### src/rtl/lcs_pkg.sv
// ----------------------------------------------------------------------------
// lcs_pkg
// Shared types and constants of the longest-common-subsequence core.
// ----------------------------------------------------------------------------
package lcs_pkg;

    localparam int SYM_W = 8;
    localparam int CMD_W = 2;
    localparam int OUT_LEN_W = 7;

    // input command codes
    localparam logic [CMD_W-1:0] CMD_APPEND_A = 2'd0;
    localparam logic [CMD_W-1:0] CMD_APPEND_B = 2'd1;
    localparam logic [CMD_W-1:0] CMD_RUN      = 2'd2;

    // direction codes
    localparam logic [1:0] DIR_UP   = 2'd1;
    localparam logic [1:0] DIR_LEFT = 2'd2;
    localparam logic [1:0] DIR_DIAG = 2'd3;

    // controller to datapath
    typedef struct packed {
        logic load_a;
        logic load_b;
        logic run_start;
        logic row_start;
        logic row_latch;
        logic cell_wr;
        logic tb_step;
        logic emit_start;
        logic emit_load;
        logic emit_next;
    } t_dp_cmd;

    // datapath to controller
    typedef struct packed {
        logic skip;
        logic row_last;
        logic col_last;
        logic tb_done;
        logic cnt_zero;
        logic out_last;
    } t_dp_stat;

endpackage

### src/rtl/lcs_ctrl.sv
// ----------------------------------------------------------------------------
// lcs_ctrl
// Sequencer for load, table fill, traceback and emit phases.
// ----------------------------------------------------------------------------
module lcs_ctrl (
    input  logic              i_clk,
    input  logic              i_rst_n,
    input  logic              i_in_valid,
    input  logic [1:0]        i_command,
    input  logic              i_out_ready,
    input  lcs_pkg::t_dp_stat i_stat,
    output logic              o_in_ready,
    output logic              o_out_valid,
    output lcs_pkg::t_dp_cmd  o_cmd
);
    import lcs_pkg::*;

    typedef enum logic [9:0] {
        S_IDLE    = 10'b0000000001,
        S_ROW_RD  = 10'b0000000010,
        S_ROW_LD  = 10'b0000000100,
        S_CELL_RD = 10'b0000001000,
        S_CELL_WR = 10'b0000010000,
        S_TB_RD   = 10'b0000100000,
        S_TB_EV   = 10'b0001000000,
        S_EM_RD   = 10'b0010000000,
        S_EM_LD   = 10'b0100000000,
        S_EM_OUT  = 10'b1000000000
    } t_state;

    t_state r_state, n_state;
    logic   in_acc;

    assign o_in_ready  = (r_state == S_IDLE);
    assign o_out_valid = (r_state == S_EM_OUT);
    assign in_acc      = i_in_valid && o_in_ready;

    always_comb begin
        n_state = r_state;
        o_cmd   = '0;
        unique case (r_state)
            S_IDLE: begin
                o_cmd.load_a = in_acc && (i_command == CMD_APPEND_A);
                o_cmd.load_b = in_acc && (i_command == CMD_APPEND_B);
                if (in_acc && (i_command == CMD_RUN)) begin
                    o_cmd.run_start = 1'b1;
                    n_state = i_stat.skip ? S_TB_RD : S_ROW_RD;
                end
            end
            S_ROW_RD: begin
                o_cmd.row_start = 1'b1;
                n_state = S_ROW_LD;
            end
            S_ROW_LD: begin
                o_cmd.row_latch = 1'b1;
                n_state = S_CELL_RD;
            end
            S_CELL_RD: begin
                n_state = S_CELL_WR;
            end
            S_CELL_WR: begin
                o_cmd.cell_wr = 1'b1;
                if (!i_stat.col_last) begin
                    n_state = S_CELL_RD;
                end else if (i_stat.row_last) begin
                    n_state = S_TB_RD;
                end else begin
                    n_state = S_ROW_RD;
                end
            end
            S_TB_RD: begin
                if (i_stat.tb_done) begin
                    o_cmd.emit_start = 1'b1;
                    n_state = i_stat.cnt_zero ? S_EM_OUT : S_EM_RD;
                end else begin
                    n_state = S_TB_EV;
                end
            end
            S_TB_EV: begin
                o_cmd.tb_step = 1'b1;
                n_state = S_TB_RD;
            end
            S_EM_RD: begin
                n_state = S_EM_LD;
            end
            S_EM_LD: begin
                o_cmd.emit_load = 1'b1;
                n_state = S_EM_OUT;
            end
            S_EM_OUT: begin
                if (i_out_ready) begin
                    if (i_stat.out_last) begin
                        n_state = S_IDLE;
                    end else begin
                        o_cmd.emit_next = 1'b1;
                        n_state = S_EM_RD;
                    end
                end
            end
            default: begin
                n_state = S_IDLE;
            end
        endcase
    end

    always_ff @(posedge i_clk) begin
        if (!i_rst_n) begin
            r_state <= S_IDLE;
        end else begin
            r_state <= n_state;
        end
    end
endmodule

### config.mk
export PLATFORM = sky130hd
export DESIGN_NAME = lcs_ctrl
export DESIGN_NICKNAME = d
export VERILOG_FILES = /design/src/rtl/lcs_pkg.sv /design/src/rtl/lcs_ctrl.sv
export SDC_FILE = /design/constraint.sdc
export NUM_CORES = 1
export LEC_CHECK = 0
export ABC_AREA = 1
export BUFFER_PORTS_ARGS = -buffer_cell sky130_fd_sc_hd__buf_2
export CORE_MARGIN = 10
export CORE_UTILIZATION = 50
export CTS_CLUSTER_DIAMETER = 120
export DETAILED_ROUTE_END_ITERATION = 8
export PLACE_DENSITY_LB_ADDON = 0.08
export SLEW_MARGIN = 20
export SYNTH_ARGS = -nofsm -noshare
export SYNTH_HDL_FRONTEND = slang
export SYNTH_SLANG_ARGS = --single-unit
### constraint.sdc
create_clock -name i_clk -period 1.7 [get_ports i_clk]
set_input_delay 0.085 -clock i_clk [delete_from_list [all_inputs] [get_ports i_clk]]
set_output_delay 0.085 -clock i_clk [all_outputs]
set_load 0.01 [all_outputs]
==> results by group <==
Global route
  – Gr usage total: a little under an eighth
  – Largest net degree at the start of global routing: 8
  – Gr ovfl total: 0
  – Number of global-route vias before repair: 821
  – First-pass GRT wire length: 3277 um
  – Initial antenna violation count: 0

Timing
  – Max Clock Freq: 0.6246 GHz
  – Setup ws final: approximately 0.1 ns
  – Final max-slew violation count: 0
  – Min cycle time layout: roughly 1.6 ns
  – Worst-margin pin slew: 0.4160 ns
  – Hold_ws: between 0.004 and 0.005 ns
  – TNS Setup: 0 ns
  – Clk_skew: 0.004495 ns
  – Final hold vios: 0
  – Slew HR: 72.01%
  – Finish-stage setup viols: 0
  – Final worst-path cycle share: between 90% and 100%

Logic synthesis
  – Yosys cell types: 21
  – Mapped cell area: 730.7 um^2
  – Async S/R FF share, synth: 0%
  – Yosys reg bits: 10
  – Synth area leaders: dfxtp_1, nand2_1, inv_1
  – Average size of a mapped cell: around 6.3 um^2
  – Yosys warns: 0
  – Synth top area share: 27.40%
  – Top-count cell post-synth: nand2_1
  – Post-synth top cells: nand2_1, inv_1, nor2_1
  – Post-synth EDFFs: 0
  – Most used DFF post-synth: dfxtp_1
  – Post-synthesis sequential area ratio: a little over a quarter
  – Post-Syn Instances: 116
  – Mapped Nets: between 100 and 150
  – Synth area leader: dfxtp_1

Cells and area
  – Biggest regs: r_state: 10 flops
  – Max reg flops: 10
  – Finished Layout Cells: 159
  – Layout cell share with drive strength beyond 1: 34.72%
  – Synthesis-to-finish area growth: 25.00%
  – Antenna fix cells: 0
  – Filler instances: 131
  – Final nets: between 150 and 200
  – Largest Register: r_state

Clock network
  – H-tree Lvls: 1
  – Num Clock Sinks: 10
  – Worst-skew pair later-pin latency: between 0.2 and 0.3 ns
  – CTS Buf Count: 3
  – CTS root buffer: clkbuf_4
  – Clock transition at path regs: 0.07 ns
  – CTS tree: built
  – Clock buffer depth: 2

Setup path
  – Crit. End Element: output port
  – Reg2reg start: r_state[0]
  – Critical Path Fanout Max: 6
  – Setup Crit Path Kind: reg -> out
  – CP max stage delay: about 0.35 ns
  – Worst EP required: 1.62 ns
  – Crit-path slowest cell: dfxtp_1
  – Cell family with most CP delay: simple AND/OR/NAND/NOR gates
  – Worst reg-to-reg setup slack: 0.35 ns
  – RR Endpoint: r_state[0]
  – Worst Path Buf+Inv: 2
  – Startpoint types: flop
  – R2R cell count: 10
  – Critical Path AT: 1.52 ns
  – CP Cell Sequence: nor2_4 -> nand2_4 -> nor2_2 -> nand2_2 -> inv_2 -> nand3b_1 -> nor2_1 -> buf_2

Power
  – Final Power: around 0.0008 W
  – Pwr Density: 891.0 mW/mm^2
  – Leakage: around 0.56 nW
  – Peak VDD IR: ~0.48 mV

Detailed routing
  – DRT antenna net count: 0
  – Routed met1 length: between 800 and 900 um
  – Routed wire per std cell: 12.14 um
  – Remaining DRCs: 0
  – Vias post-DR: slightly below 800
  – Top layer in use: met4
  – Router iterations before antenna repair: 4
  – Met2 routed WL: 957 um
  – DR iter-0 viols: 20
  – Via density: 4.969
  – Met3 wire length: 80 um
  – Detailed Route WL: 1931 um

Hold path
  – Hold Path Origin: i_rst_n
  – Worst Hold End: r_state[0]
  – Min-Delay Path Class: in -> reg
  – WHS Path Cells: 2

Die
  – IO Count: 24
  – # rows: 13
  – CORE AREA: 0.001334 mm^2
  – Chip width: 58.23 um
  – Die area: 0.003391 mm^2
  – Initial Util: 54.78%
  – Die Y: 58.23 um

Placed design
  – Port Buf Inserts: 23
  – Cell count after placement: 154
  – Place WS: ~0.37 ns
  – HPWL Detailed: between 1500 and 2000 um
  – Placer Congestion: 0.8585

Flow run
  – Max_cap viols: 0

Status
  – Status: finished clean
-- how the worst max path moves through the flow --
stage	depth (start not counted)	to	slack [ns]	startpoint
5_1_grt	8	o_cmd[8]	-0.01	r_state[4]
3_5_place_dp	10	r_state[0]	0.37	r_state[0]
2_1_floorplan	5	r_state[2]	0.43	r_state[4]
3_3_place_gp	9	r_state[5]	0.38	r_state[8]
4_1_cts	8	o_cmd[9]	0.09	r_state[4]
6_report	8	o_cmd[9]	0.1	r_state[4]
-- metrics by stage --
step | instance area [um^2] | util, %
after CTS | 910.9 | 68.29
final | 913.4 | 68.48
after detailed placement | 864.6 | 64.82
after global placement | 864.6 | 64.82
after floorplan | 730.7 | -
after global routing | 913.4 | 68.48
-- per-layer routing --
| layer | vias up | global-route usage, % |
|---|---|---|
| met5 | - | 0 |
| met4 | 0 | 7.047 |
| met3 | 3 | 3.704 |
| met2 | 21 | 19.63 |
| met1 | 360 | 12.85 |
| li1 | 406 | - |
-- where the power goes --
part / leakage [nW] / switching [W] / internal [W]
registers: 0.0808 / 0.0000157 / 0.000249
clock network: 0.0210 / 0.0000923 / 0.000130
logic: 0.456 / 0.000205 / 0.000121
total: 0.558 / 0.000313 / 0.000500
-- what timing repair did --
action	CTS	global route
setup buffers	0	0
hold endpoints to repair	1	0
gates resized for setup	0	1
hold buffers	1	0
setup endpoints to repair	0	2
-- cells by family after synthesis --
family / synth area share (%)
AND/OR/NAND/NOR: 52.74
buffers and inverters: 14.04
AO/OA/AOI/OAI: 5.823
flip-flops: 27.40
-- area by class of cell --
| class | instances | area [um^2] | share of cell area (%) |
|---|---|---|---|
| multi-input cells | 79 | 430.4 | 47.12 |
| flip-flops and latches | 10 | 200.2 | 21.92 |
| repair buffers | 24 | 125.1 | 13.70 |
| inverters | 27 | 102.6 | 11.23 |
| clock buffers | 4 | 36.28 | 3.973 |
| well taps | 15 | 18.77 | 2.055 |
-- placed cells by master, fill, tap and decap left out, types with 2 or more instances in the layout --
| cell type | Yosys | final |
|---|---|---|
| buf_2 | 0 | 23 |
| clkbuf_4 | 0 | 3 |
| dfxtp_1 | 10 | 10 |
| inv_1 | 22 | 22 |
| inv_2 | 4 | 4 |
| nand2_1 | 23 | 22 |
| nand2_2 | 3 | 4 |
| nand2_4 | 3 | 3 |
| nand3_1 | 8 | 8 |
| nand3_2 | 2 | 2 |
| nand3b_1 | 3 | 3 |
| nor2_1 | 18 | 18 |
| nor2_2 | 4 | 4 |
| nor2_4 | 4 | 4 |
| nor3_1 | 4 | 4 |
(Power assumes the default switching activity.)
